### config.mk
export PLATFORM = sky130hd
export DESIGN_NAME = rdu_sqrt_cell
export DESIGN_NICKNAME = d
export VERILOG_FILES = /design/src/hw/rtl/refract_direction_unit_defines.svh /design/src/hw/rtl/rdu_pkg.sv /design/src/hw/rtl/rdu_sqrt_cell.sv
export SDC_FILE = /design/constraint.sdc
export NUM_CORES = 1
export LEC_CHECK = 0
export BUFFER_PORTS_ARGS = -buffer_cell sky130_fd_sc_hd__buf_4
export CORE_MARGIN = 1
export CORE_UTILIZATION = 45
export DETAILED_ROUTE_END_ITERATION = 7
export PLACE_DENSITY = 0.79
export SYNTH_ARGS = -nofsm -noshare
export SYNTH_HDL_FRONTEND = slang
export SYNTH_SLANG_ARGS = --single-unit
### constraint.sdc
create_clock -name clk -period 6.4 [get_ports clk]
set_input_delay 0 -clock clk [delete_from_list [all_inputs] [get_ports clk]]
set_output_delay 0 -clock clk [all_outputs]
set_load 0.005 [all_outputs]
### src/hw/rtl/refract_direction_unit_defines.svh
// ---------------------------------------------------------------------------
// Refraction direction unit assertion macros
// Shared concurrent assertion forms for the refraction direction unit.
// ---------------------------------------------------------------------------
`ifndef REFRACT_DIRECTION_UNIT_DEFINES_SVH
`define REFRACT_DIRECTION_UNIT_DEFINES_SVH

// The property must hold in the same cycle as the condition.
`define RDU_ASSERT_NOW(label, clk, rst, cond, prop) \
  label: assert property (@(posedge clk) disable iff (rst) (cond) |-> (prop)) \
    else $error("refraction unit assertion failed");

// The property must hold in the cycle after the condition.
`define RDU_ASSERT_NEXT(label, clk, rst, cond, prop) \
  label: assert property (@(posedge clk) disable iff (rst) (cond) |=> (prop)) \
    else $error("refraction unit assertion failed");

`endif

### src/hw/rtl/rdu_pkg.sv
// ---------------------------------------------------------------------------
// Refraction direction unit package
// Payload types, cell state types and chain lengths shared by the unit.
// ---------------------------------------------------------------------------
`default_nettype none

package rdu_pkg;

  // Cells in the relative index divider (one quotient bit each).
  localparam int unsigned RecipSteps = 32;
  // Cells in each square root chain (one root bit each).
  localparam int unsigned SqrtSteps = 32;
  // Cells in each output divider; the quotient never exceeds 2^14.
  localparam int unsigned NormDivSteps = 15;
  // Leading zero stages of the normalizer: shifts of 32, 16, 8, 4, 2 and 1.
  localparam int unsigned NormStages = 6;

  // One incoming ray.
  typedef struct packed {
    logic signed [15:0] normal_x;
    logic signed [15:0] normal_y;
    logic signed [15:0] normal_z;
    logic signed [15:0] dir_x;
    logic signed [15:0] dir_y;
    logic signed [15:0] dir_z;
    logic [15:0]        index_incident;
    logic [15:0]        index_transmit;
  } ray_t;

  // One refracted direction.
  typedef struct packed {
    logic signed [15:0] out_x;
    logic signed [15:0] out_y;
    logic signed [15:0] out_z;
    logic               valid_res;
  } res_t;

  // State passed between restoring divider cells.
  typedef struct packed {
    logic [31:0] rem;
    logic [31:0] den;
    logic [31:0] num;
    logic [31:0] quo;
  } div_t;

  // State passed between square root cells.
  typedef struct packed {
    logic [63:0] rad;
    logic [34:0] rem;
    logic [31:0] root;
  } sqrt_t;

endpackage

`default_nettype wire

### src/hw/rtl/rdu_sqrt_cell.sv
// ---------------------------------------------------------------------------
// Square root cell
// Produces one root bit per cycle while enabled from two radicand bits.
// ---------------------------------------------------------------------------
`default_nettype none

module rdu_sqrt_cell (
  input  logic           clk,
  input  logic           en,
  input  rdu_pkg::sqrt_t din,
  output rdu_pkg::sqrt_t dout
);

  rdu_pkg::sqrt_t dout_next;
  logic [34:0]    rem2;
  logic [34:0]    trial;
  logic           take;

  // Shift in two radicand bits and try the root with a one appended.
  always_comb begin
    rem2           = {din.rem[32:0], din.rad[63:62]};
    trial          = {1'b0, din.root, 2'b01};
    take           = (rem2 >= trial);
    dout_next.rad  = {din.rad[61:0], 2'b00};
    dout_next.rem  = take ? (rem2 - trial) : rem2;
    dout_next.root = {din.root[30:0], take};
  end

  // Cell register.
  always_ff @(posedge clk) begin
    if (en) begin
      dout <= dout_next;
    end
  end

endmodule

`default_nettype wire
==> flow_summary.json <==
{
  "result_of_the_run": "completed",
  "synth_fa_ha_area_frac": 0.0672,
  "vias": 5863,
  "nNetsFinal": 1060,
  "yosys.area_share.simple": 0.0829,
  "final.hold.worst_slack_ns": 0.00974,
  "p_leak_uw": 0.00445,
  "timing.max_slew.rel_slack": 0.488,
  "syn-cell-area_um2": 6330,
  "grt_start_max_net_pins": 74,
  "grt_pass1_vias": 5949,
  "gr-total-overflow": 0,
  "layout-drive-gt1-share": 0.345,
  "post_synth_main_area_contributors": "sky130_fd_sc_hd__edfxtp_1 61%, sky130_fd_sc_hd__ha_1 6.7%, sky130_fd_sc_hd__a21oi_1 3.6%",
  "min_period_ns": 3.45,
  "setup.worst_path.start_class": "input pin",
  "dominant_cell_type_by_area_after_synthesis": "sky130_fd_sc_hd__edfxtp_1",
  "detail_route.iter0.violations": 370,
  "clockPowerShare": 0.376,
  "cell_internal_pwr_uw": 1950,
  "dpl.hpwl_um": 13200,
  "synth.top_cell.area_share": 0.612,
  "crit_fanout": 43,
  "worst_min_path_start": "din[59]",
  "chipHeight_um": 121,
  "gp_congestion": 0.851,
  "cap_viol_max_count": 0,
  "maxSlewViolCount": 0,
  "dominant_register_cell_in_the_synthesized_netlist": "sky130_fd_sc_hd__edfxtp_1",
  "antenna_left": 0,
  "tritoncts.num_buffers": 17,
  "drcViolationCount": 0,
  "synth_compound_gate_area_share": 0.128,
  "synth.yosys.warnings": 0,
  "routed_wirelength_um": 22900,
  "power_frac_seq": 0.403,
  "tritoncts": "done",
  "number_of_antenna_violations_at_the_first_check_in_global_routing": 1,
  "netSwitchingPower_uw": 701,
  "largest_registers": "dout (129)",
  "synth_top_family_by_area": "compound AO/OA/AOI/OAI gates",
  "port-buffer-count": 259,
  "rsz_0062_raised_after_global_routing": "no",
  "num_rows": 42,
  "cts_num_sinks": 129,
  "flow.area_growth_from_synthesis_pct": 62.6,
  "post-route-util": 0.765,
  "ctsHtreeMaxLevel": 4,
  "vias_per_cell": 5.42,
  "worst_ir_drop_on_vdd_mv": 0.195,
  "hold_viol_final": 0,
  "switching_share_of_power": 0.264,
  "synthDistinctLibCells": 60,
  "postSynth.asyncResetShare": 0,
  "synth_xor_xnor_area_share": 0.0429,
  "combPwrFrac": 0.222,
  "setup_total_negative_slack_ns": 0,
  "design.die.area_um2": 14500,
  "wire_per_inst_um": 21.2,
  "pin_count": 264,
  "crit_type": "in -> reg",
  "timing.final.setup_violations": 0,
  "finalCritPeriodShare": 0.539,
  "synth.cells.most_frequent": "129 x sky130_fd_sc_hd__edfxtp_1, 46 x sky130_fd_sc_hd__a21oi_1, 46 x sky130_fd_sc_hd__inv_1",
  "max_freq_mhz": 290,
  "clock_tree.root_cell": "sky130_fd_sc_hd__clkbuf_16",
  "power_density_nw_per_um2": 258,
  "tightest_slew_ns": 0.768,
  "detail_route.first_pass.iterations": 4,
  "most_instantiated_library_cell_after_synthesis": "sky130_fd_sc_hd__edfxtp_1",
  "placeableCoreArea_um2": 13500,
  "placed_cell_area_um2": 8430,
  "grt_first_pass_wirelength_um": 34100,
  "edff_count_synth": 129,
  "clock_pin_slew_worst_setup_and_hold_paths_ns": 0.06,
  "synth_cells": 499,
  "worstSetupEndpointType": "register",
  "largest_register_ff_count": 129,
  "min_path_cells": 4,
  "die_width_um": 121,
  "min_delay_worst_endpoint": "dout[61]$_DFFE_PP_",
  "holdCritPathClass": "in -> reg",
  "initial_core_utilization": 0.470,
  "synth-seq-cells": 129,
  "cp_data_required_time_ns": 6.57,
  "syn_avg_cell_area_um2": 12.7,
  "top_reg_by_flops": "dout",
  "muxShareOfSynthArea": 0.0249,
  "cp_data_arrival_time_ns": 3.62,
  "post-route-cell-area_um2": 10300,
  "seq_area_frac_synth": 0.612,
  "grtUsageTotal": 0.319,
  "cts_max_path_buffers": 2
}
-- timing repair --
item,CTS,global route
buffers inserted,0,0
resized for setup,0,0
hold buffers,126,0
endpoints found under the hold margin,126,0
-- area by class of cell --
class | count | area (um^2)
Fill cell | 798 | 3170
Tap cell | 176 | 220
Antenna cell | 1 | 2.50
Inverter | 46 | 173
Timing Repair Buffer | 387 | 3220
Multi-Input combinational cell | 312 | 2200
Sequential cell | 129 | 3870
Clock inverter | 14 | 164
Clock buffer | 17 | 425
-- worst max-delay path, stage by stage --
cell	delay (ns)
sky130_fd_sc_hd__dlygate4sd3_1	0.57
sky130_fd_sc_hd__buf_4	0.13
sky130_fd_sc_hd__inv_1	0.06
sky130_fd_sc_hd__ha_1	0.40
sky130_fd_sc_hd__and4_1	0.27
sky130_fd_sc_hd__nand2b_1	0.08
sky130_fd_sc_hd__or3_1	0.32
sky130_fd_sc_hd__a211oi_2	0.27
sky130_fd_sc_hd__o31ai_2	0.16
sky130_fd_sc_hd__o21ai_4	0.39
sky130_fd_sc_hd__buf_4	0.53
sky130_fd_sc_hd__mux2_2	0.40
-- routing by layer --
layer  share of wire  up-vias  global-route usage
li1                -     2648                   -
met1            0.37     2802               0.350
met2            0.51      341               0.564
met3           0.075       72              0.0840
met4           0.049        0               0.171
met5               0        -                   0
-- power by group through the flow --
stage	clock (uW)	combinational, uW	sequential, uW
2_1_floorplan	0	222	1090
3_3_place_gp	0	487	1070
3_5_place_dp	0	498	1080
4_1_cts	976	568	1060
5_1_grt	1030	628	1070
6_report	997	589	1070
-- cells in the final DEF, fill, tap and decap left out, drive strengths merged, types with 3 or more instances in the layout --
master,instances
a21oi,50
clkinvlp,4
a211oi,4
mux2i,3
ha,34
a31oi,3
mux2,11
nor3,10
clkbuf,17
nand2,20
nor2,45
xor2,10
or3,4
a311oi,3
o31a,3
clkinv,5
xnor2,21
inv,48
a21o,8
o211ai,6
buf,261
dlygate4sd3,126
bufinv,3
nand4,9
o21bai,3
o21ai,22
nor2b,4
nor4,4
o21a,3
edfxtp,129
and3,5
-- metrics by stage --
stage / instances / total power [uW] / setup slack (ns)
after floorplan: 500 / 1310 / 4.08
after global routing: 1082 / 2740 / 2.79
final: 1082 / 2660 / 2.95
after global placement: 924 / 1560 / 3.15
after detailed placement: 924 / 1570 / 3.14
after CTS: 1081 / 2610 / 3.01
-- kinds of logic after synthesis --
| group | count (synthesis) |
|---|---|
| DFF | 129 |
| AOI/OAI and AO/OA | 121 |
| and+or+nand+nor | 110 |
| buffers and inverters | 59 |
| adders and majority gates | 34 |
| xor gates and xnor gates | 31 |
| muxes | 14 |
| other | 1 |
-- how the worst max path moves through the flow --
stage / slack, ns / to / from / cells after the start
6_report: 2.95 / dout[65]$_DFFE_PP_ / din[19] / 12
5_1_grt: 2.79 / dout[36]$_DFFE_PP_ / din[0] / 12
3_5_place_dp: 3.14 / dout[65]$_DFFE_PP_ / din[22] / 11
2_1_floorplan: 4.08 / dout[60]$_DFFE_PP_ / din[5] / 10
4_1_cts: 3.01 / dout[65]$_DFFE_PP_ / din[54] / 11
3_3_place_gp: 3.15 / dout[65]$_DFFE_PP_ / din[22] / 11
No activity file was read; power rests on OpenSTA's default activity.
