### src/hw/rtl/refract_direction_unit_defines.svh
// ---------------------------------------------------------------------------
// Refraction direction unit assertion macros
// Shared concurrent assertion forms for the refraction direction unit.
// ---------------------------------------------------------------------------
`ifndef REFRACT_DIRECTION_UNIT_DEFINES_SVH
`define REFRACT_DIRECTION_UNIT_DEFINES_SVH

// The property must hold in the same cycle as the condition.
`define RDU_ASSERT_NOW(label, clk, rst, cond, prop) \
  label: assert property (@(posedge clk) disable iff (rst) (cond) |-> (prop)) \
    else $error("refraction unit assertion failed");

// The property must hold in the cycle after the condition.
`define RDU_ASSERT_NEXT(label, clk, rst, cond, prop) \
  label: assert property (@(posedge clk) disable iff (rst) (cond) |=> (prop)) \
    else $error("refraction unit assertion failed");

`endif

### src/hw/rtl/rdu_pkg.sv
// ---------------------------------------------------------------------------
// Refraction direction unit package
// Payload types, cell state types and chain lengths shared by the unit.
// ---------------------------------------------------------------------------
`default_nettype none

package rdu_pkg;

  // Cells in the relative index divider (one quotient bit each).
  localparam int unsigned RecipSteps = 32;
  // Cells in each square root chain (one root bit each).
  localparam int unsigned SqrtSteps = 32;
  // Cells in each output divider; the quotient never exceeds 2^14.
  localparam int unsigned NormDivSteps = 15;
  // Leading zero stages of the normalizer: shifts of 32, 16, 8, 4, 2 and 1.
  localparam int unsigned NormStages = 6;

  // One incoming ray.
  typedef struct packed {
    logic signed [15:0] normal_x;
    logic signed [15:0] normal_y;
    logic signed [15:0] normal_z;
    logic signed [15:0] dir_x;
    logic signed [15:0] dir_y;
    logic signed [15:0] dir_z;
    logic [15:0]        index_incident;
    logic [15:0]        index_transmit;
  } ray_t;

  // One refracted direction.
  typedef struct packed {
    logic signed [15:0] out_x;
    logic signed [15:0] out_y;
    logic signed [15:0] out_z;
    logic               valid_res;
  } res_t;

  // State passed between restoring divider cells.
  typedef struct packed {
    logic [31:0] rem;
    logic [31:0] den;
    logic [31:0] num;
    logic [31:0] quo;
  } div_t;

  // State passed between square root cells.
  typedef struct packed {
    logic [63:0] rad;
    logic [34:0] rem;
    logic [31:0] root;
  } sqrt_t;

endpackage

`default_nettype wire

### src/hw/rtl/rdu_div_cell.sv
// ---------------------------------------------------------------------------
// Restoring divider cell
// Produces one quotient bit per cycle while enabled and hands the partial state onward.
// ---------------------------------------------------------------------------
`default_nettype none

module rdu_div_cell (
  input  logic          clk,
  input  logic          en,
  input  rdu_pkg::div_t din,
  output rdu_pkg::div_t dout
);

  rdu_pkg::div_t dout_next;
  logic [32:0]   trial;
  logic          take;

  // Bring down the next dividend bit and subtract the divisor if it fits.
  always_comb begin
    trial          = {din.rem, din.num[31]};
    take           = (trial >= {1'b0, din.den});
    dout_next.den  = din.den;
    dout_next.num  = {din.num[30:0], 1'b0};
    dout_next.quo  = {din.quo[30:0], take};
    dout_next.rem  = take ? 32'(trial - {1'b0, din.den}) : trial[31:0];
  end

  // Cell register.
  always_ff @(posedge clk) begin
    if (en) begin
      dout <= dout_next;
    end
  end

endmodule

`default_nettype wire

### config.mk
export PLATFORM = sky130hd
export DESIGN_NAME = rdu_div_cell
export DESIGN_NICKNAME = d
export VERILOG_FILES = /design/src/hw/rtl/refract_direction_unit_defines.svh /design/src/hw/rtl/rdu_pkg.sv /design/src/hw/rtl/rdu_div_cell.sv
export SDC_FILE = /design/constraint.sdc
export NUM_CORES = 1
export LEC_CHECK = 0
export BUFFER_PORTS_ARGS = -buffer_cell sky130_fd_sc_hd__buf_2
export CORE_ASPECT_RATIO = 0.7
export CORE_MARGIN = 2
export CORE_UTILIZATION = 52
export CTS_CLUSTER_SIZE = 16
export DETAILED_ROUTE_END_ITERATION = 7
export PLACE_DENSITY = 0.86
export SLEW_MARGIN = 15
export SYNTH_ARGS = -nofsm -noshare
export SYNTH_HDL_FRONTEND = slang
export SYNTH_SLANG_ARGS = --single-unit
### constraint.sdc
create_clock -name clk -period 7.35 [get_ports clk]
set_input_delay 0.735 -clock clk [delete_from_list [all_inputs] [get_ports clk]]
set_output_delay 0.735 -clock clk [all_outputs]
set_load 0.01 [all_outputs]
==> results of run 1 <==
==> cell families (layout without fill, tap and decap cells) <==
kind of cell,after synthesis,in the layout,share of synthesized area
compound gates,120,120,0.119
xor+xnor,26,26,0.0370
fa+ha+maj,33,33,0.0683
buf+inv,64,334,0.0474
flops,127,127,0.620
mux,10,10,0.0228
other cells,1,1,0.000610
simple gates,107,107,0.0850
==> power by group through the flow <==
| stage | registers [mW] | clock network [mW] | logic, mW |
|---|---|---|---|
| after detailed placement | 0.919 | 0 | 0.391 |
| after global placement | 0.916 | 0 | 0.378 |
| after CTS | 0.906 | 0.845 | 0.396 |
| after floorplan | 0.962 | 0 | 0.189 |
| final | 0.906 | 0.834 | 0.397 |
| after global routing | 0.911 | 0.871 | 0.431 |
==> how the worst min path moves through the flow <==
stage / from / cells past startpoint / end
after detailed placement: din[4] / 1 / dout[5]
final: din[9] / 1 / dout[10]
after floorplan: din[9] / 0 / dout[10]
after global placement: din[53] / 1 / dout[54]
after global routing: din[18] / 1 / dout[19]
after CTS: din[18] / 1 / dout[19]
==> per-layer routing <==
metal,up-vias,GRT usage,wire length [µm]
met5,-,0,31
met4,4,0.0878,278
met3,26,0.0811,1530
met2,236,0.441,8240
met1,2308,0.297,6450
li1,2306,-,-
==> layout make-up <==
cell class                      count  area, µm²
Clock buffer                       17        425
Clock inverter                     14        156
Fill cell                         787       3490
Inverter                           46        173
Multi-Input combinational cell    297       2050
Sequential cell                   127       3810
Tap cell                          157        196
Timing Repair Buffer              257       1300
==> placed cells by master, fill, tap and decap left out, types with 8 or more instances in the layout <==
cell type / instances
mux2_4: 8
edfxtp_1: 127
nand2_1: 24
nand3_1: 8
xnor2_1: 16
buf_2: 254
a21o_1: 8
nor2_1: 37
inv_1: 46
xor2_1: 10
o21ai_0: 17
ha_1: 32
nand4_1: 8
a21oi_1: 54
clkbuf_16: 17
==> flow_summary.json, run 1 <==
{
  "status": "complete, no violations",
  "drt-total-wl_mm": 16.5,
  "synthArstFlopShare": 0,
  "cpPeakStageDelay_ps": 560,
  "synthTopCellsByCount": "edfxtp_1 (127), a21oi_1 (54), inv_1 (46)",
  "crit_arrival_ps": 3910,
  "grt_use_total": 0.252,
  "syn_area_um2": 6150,
  "hpwlAfterDp_mm": 12.2,
  "yosysTopAreaCellShare": 0.620,
  "combPwrFrac": 0.186,
  "ys_types": 50,
  "wl_per_cell_um": 18.1,
  "antenna_found_initial": 2,
  "gp_congestion": 0.914,
  "postSynthCellCount": 488,
  "max_slew_margin": 0.418,
  "crit_type": "in -> reg",
  "synth_edf_count": 127,
  "fin_cells": 915,
  "nNetsFinal": 909,
  "startpoint": "din[87]",
  "htree_levels": 4,
  "reg.largest.list": "dout: 127 flops",
  "synth.avg_cell_area_um2": 12.6,
  "final.setup.worst_slack_ps": 3610,
  "design_area_um2": 8110,
  "cts.sinks": 127,
  "setup_violations": 0,
  "postCtsSetupRepairBufs": 0,
  "largest_register_ff_count": 127,
  "utilization": 0.699,
  "synth_most_common_cell": "edfxtp_1",
  "p_total_mw": 2.14,
  "power_density_nw_per_um2": 263,
  "cts-buffers-inserted": 17,
  "required_ps": 7520,
  "period_minus_slack_ps": 3740,
  "clkPwrFrac": 0.390,
  "ctsResizeCount": 0,
  "fmax_mhz": 267,
  "internal-power_mw": 1.56,
  "ir_worst_vdd_mv": 0.159,
  "vias_per_cell": 5.33,
  "path_buf_inv": 3,
  "syn2layout_area_growth_pct": 31.8,
  "seqPwrFrac": 0.424,
  "path_delay_family": "simple AND/OR/NAND/NOR gates",
  "diodes": 0,
  "dp_cells": 884,
  "yosysWarnings": 0,
  "io_pins": 258,
  "route.detailed.drc": 0,
  "drt-initial-drc-count": 363,
  "synth_area_leader_cell": "edfxtp_1",
  "switching_share": 0.271,
  "portBuffers": 255,
  "grt_pass1_wl_mm": 24.1,
  "cts_tree": "done",
  "cp.depth": 10,
  "drive_gt1_frac": 0.400,
  "antenna_left": 0,
  "hold_viol": 0,
  "cpMaxStageDelayCell": "nor4b_1",
  "fin_crit_sh": 0.509,
  "grt_pass1_vias": 4718,
  "root_buffer": "clkbuf_16",
  "p_leak_nw": 3.66,
  "slew_violations": 0,
  "start_util": 0.530,
  "firstDrtPassIters": 4,
  "core_um2": 11600,
  "p_switching_uw": 578,
  "yosys_most_used_dff": "edfxtp_1",
  "path_max_fanout": 38,
  "hp-class": "in -> reg",
  "max-cap-violations": 0,
  "cts.path.max_buffers": 2,
  "syn_nets": 651,
  "dieArea_um2": 12700,
  "dpl_worst_slack_ps": 3340,
  "rows": 33,
  "dieWidth_um": 134,
  "end_kind": "register",
  "grt-ovfl-total": 0,
  "regMostFlops": "dout",
  "rsz0062_at_grt": "false",
  "start_kind": "input port",
  "grt_max_degree": 70,
  "num_vias": 4880,
  "yosysSeqAreaShare": 0.620,
  "clk_pin_slew_ps": 60,
  "ctsHoldBuffers": 0,
  "yosys-top-cells-area": "edfxtp_1 (62%), ha_1 (6.5%), a21oi_1 (4.4%)",
  "worstPathCellList": "buf_2 -> inv_1 -> ha_1 -> and3_1 -> nand4_1 -> nor4b_1 -> a21o_1 -> o21a_2 -> buf_4 -> mux2_4",
  "holdWs_ps": 497,
  "tns_ps": 0,
  "endpoint": "dout[110]",
  "fp.dieH_um": 95.0,
  "ys_seq_elements": 127,
  "tightest_slew_ps": 873,
  "place_area_um2": 7530
}
(Power assumes the default switching activity.)
==> inputs of run 2 (changes only) <==
--- a/config.mk
+++ b/config.mk
@@ -8,10 +8,10 @@
 export BUFFER_PORTS_ARGS = -buffer_cell sky130_fd_sc_hd__buf_2
 export CORE_ASPECT_RATIO = 0.7
 export CORE_MARGIN = 2
-export CORE_UTILIZATION = 52
+export CORE_UTILIZATION = 44
 export CTS_CLUSTER_SIZE = 16
 export DETAILED_ROUTE_END_ITERATION = 7
-export PLACE_DENSITY = 0.86
+export PLACE_DENSITY = 0.77
 export SLEW_MARGIN = 15
 export SYNTH_ARGS = -nofsm -noshare
 export SYNTH_HDL_FRONTEND = slang
==> constraint.sdc (replaced) <==
create_clock -name clk -period 3.03 [get_ports clk]
set_input_delay 0.303 -clock clk [delete_from_list [all_inputs] [get_ports clk]]
set_output_delay 0.303 -clock clk [all_outputs]
set_load 0.01 [all_outputs]
==> run 2 against run 1 <==
  * Cell count rose by 8.2%
  * Total power rose by 140%
  * Critical path depth rose by 1
  * Sequential power rose by 140%
  * First-iteration DRC count fell by 1.4%
  * Routed wire length rose by 0.27%
  * Non-clock buffer count rose by 40
  * Flip-flop and latch count did not move
==> flow_summary.json, run 2 (synthesis results as in run 1) <==
{
  "antenna_found_initial": 0,
  "max-cap-violations": 0,
  "grt_use_total": 0.218,
  "final.setup.worst_slack_ps": 276,
  "vias_per_cell": 5.03,
  "ctsHoldBuffers": 0,
  "hold_viol": 0,
  "start_kind": "input port",
  "wl_per_cell_um": 16.7,
  "grt_pass1_vias": 4995,
  "reg.largest.list": "dout: 127 flops",
  "firstDrtPassIters": 5,
  "hold_depth": 1,
  "syn2layout_area_growth_pct": 37.2,
  "rows": 36,
  "period_minus_slack_ps": 2750,
  "hp-class": "in -> reg",
  "grt_pass1_wl_mm": 25.1,
  "design_area_um2": 8440,
  "end_kind": "register",
  "layout_common_cells": "buf_2 (254), edfxtp_1 (127), a21oi_1 (54)",
  "dieWidth_um": 145,
  "grt-ovfl-total": 0,
  "p_total_mw": 5.11,
  "clk_pin_slew_ps": 60,
  "slew_violations": 0,
  "drive_gt1_frac": 0.426,
  "path_max_fanout": 7,
  "cts-buffers-inserted": 17,
  "utilization": 0.612,
  "cts.path.max_buffers": 2,
  "max_slew_margin": 0.648,
  "postCtsSetupRepairBufs": 0,
  "core_um2": 13800,
  "regMostFlops": "dout",
  "htree_levels": 4,
  "dieArea_um2": 15000,
  "route.detailed.drc": 0,
  "fin_crit_sh": 0.909,
  "tightest_slew_ps": 515,
  "cts_tree": "done",
  "final.fill_count": 1120,
  "required_ps": 3190,
  "start_util": 0.446,
  "nNetsFinal": 949,
  "root_buffer": "clkbuf_16",
  "num_vias": 4982,
  "setup_violations": 0,
  "portBuffers": 255,
  "rsz0062_at_grt": "false",
  "multiInputGateArea_um2": 2050,
  "gp_congestion": 0.994,
  "fp.dieH_um": 103,
  "power_density_nw_per_um2": 606,
  "drt-total-wl_mm": 16.6,
  "grt_max_degree": 60,
  "crit_type": "in -> reg",
  "fmax_mhz": 363,
  "io_pins": 258,
  "crit_arrival_ps": 2910,
  "largest_register_ff_count": 127,
  "p_leak_nw": 3.83,
  "place_area_um2": 7880,
  "ir_worst_vdd_mv": 0.474,
  "layout_commonest_cell": "buf_2",
  "drt-initial-drc-count": 358,
  "cts.sinks": 127,
  "hp-start": "din[43]",
  "hpwlAfterDp_mm": 12.9,
  "status": "complete, no violations",
  "seq_area_um2": 3810,
  "tns_ps": 0,
  "antenna_left": 0,
  "dpl_worst_slack_ps": -131,
  "hold_path_end": "dout[44]"
}
run 2: changes by cell type in the layout (fill, tap and decap cells not counted), sizes merged:
cell / delta
bufinv: -1
clkbuf: +1
inv: -3
diode: +2
clkinvlp: +2
clkinv: +1
buf: +40
run 2: critical path: stages:
cell,delay [ps]
buf_2,90
inv_1,50
ha_1,420
nand2_1,150
o21a_1,210
a2111oi_0,490
o31ai_1,220
a21oi_2,380
a211oi_1,170
xnor2_1,160
mux2_4,260
run 2: layout make-up:
type | instances | share of cell area
antenna | 2 | 0.000593
clock buffer | 18 | 0.0508
clock inverter | 13 | 0.0139
inverter | 46 | 0.0205
multi-input combinational | 297 | 0.243
sequential | 127 | 0.452
tap | 190 | 0.0282
timing repair buffer | 297 | 0.191
run 2: worst max path at each step:
stage,cells after the start,startpoint,end
final,11,din[77],dout[126]
after global routing,11,din[77],dout[120]
after CTS,12,din[87],dout[113]
after detailed placement,11,din[87],dout[113]
after global placement,11,din[87],dout[113]
after floorplan,11,din[87],dout[100]
run 2: where the power goes:
group	internal (mW)	total (mW)	switching [mW]
logic	0.466	1.04	0.572
clock network	1.12	1.88	0.756
registers	2.15	2.19	0.0425
run 2: what timing repair did:
item | CTS | global route
setup endpoints to repair | 0 | 1
gates resized for setup | 0 | 1
endpoints found under the hold margin | 0 | 0
run 2: stage by stage:
stage	hold WS [ps]	instances
5_1_grt	39.2	988
3_5_place_dp	481	957
4_1_cts	49.5	988
3_3_place_gp	480	957
6_report	66.0	990
2_1_floorplan	402	488
run 2: metal layers:
metal | track usage | vias to the layer above | wire length [µm]
met2 | 0.373 | 196 | 8120
li1 | - | 2392 | -
met3 | 0.0801 | 17 | 1290
met1 | 0.266 | 2377 | 6980
met5 | 0 | - | 0
met4 | 0.0618 | 0 | 172
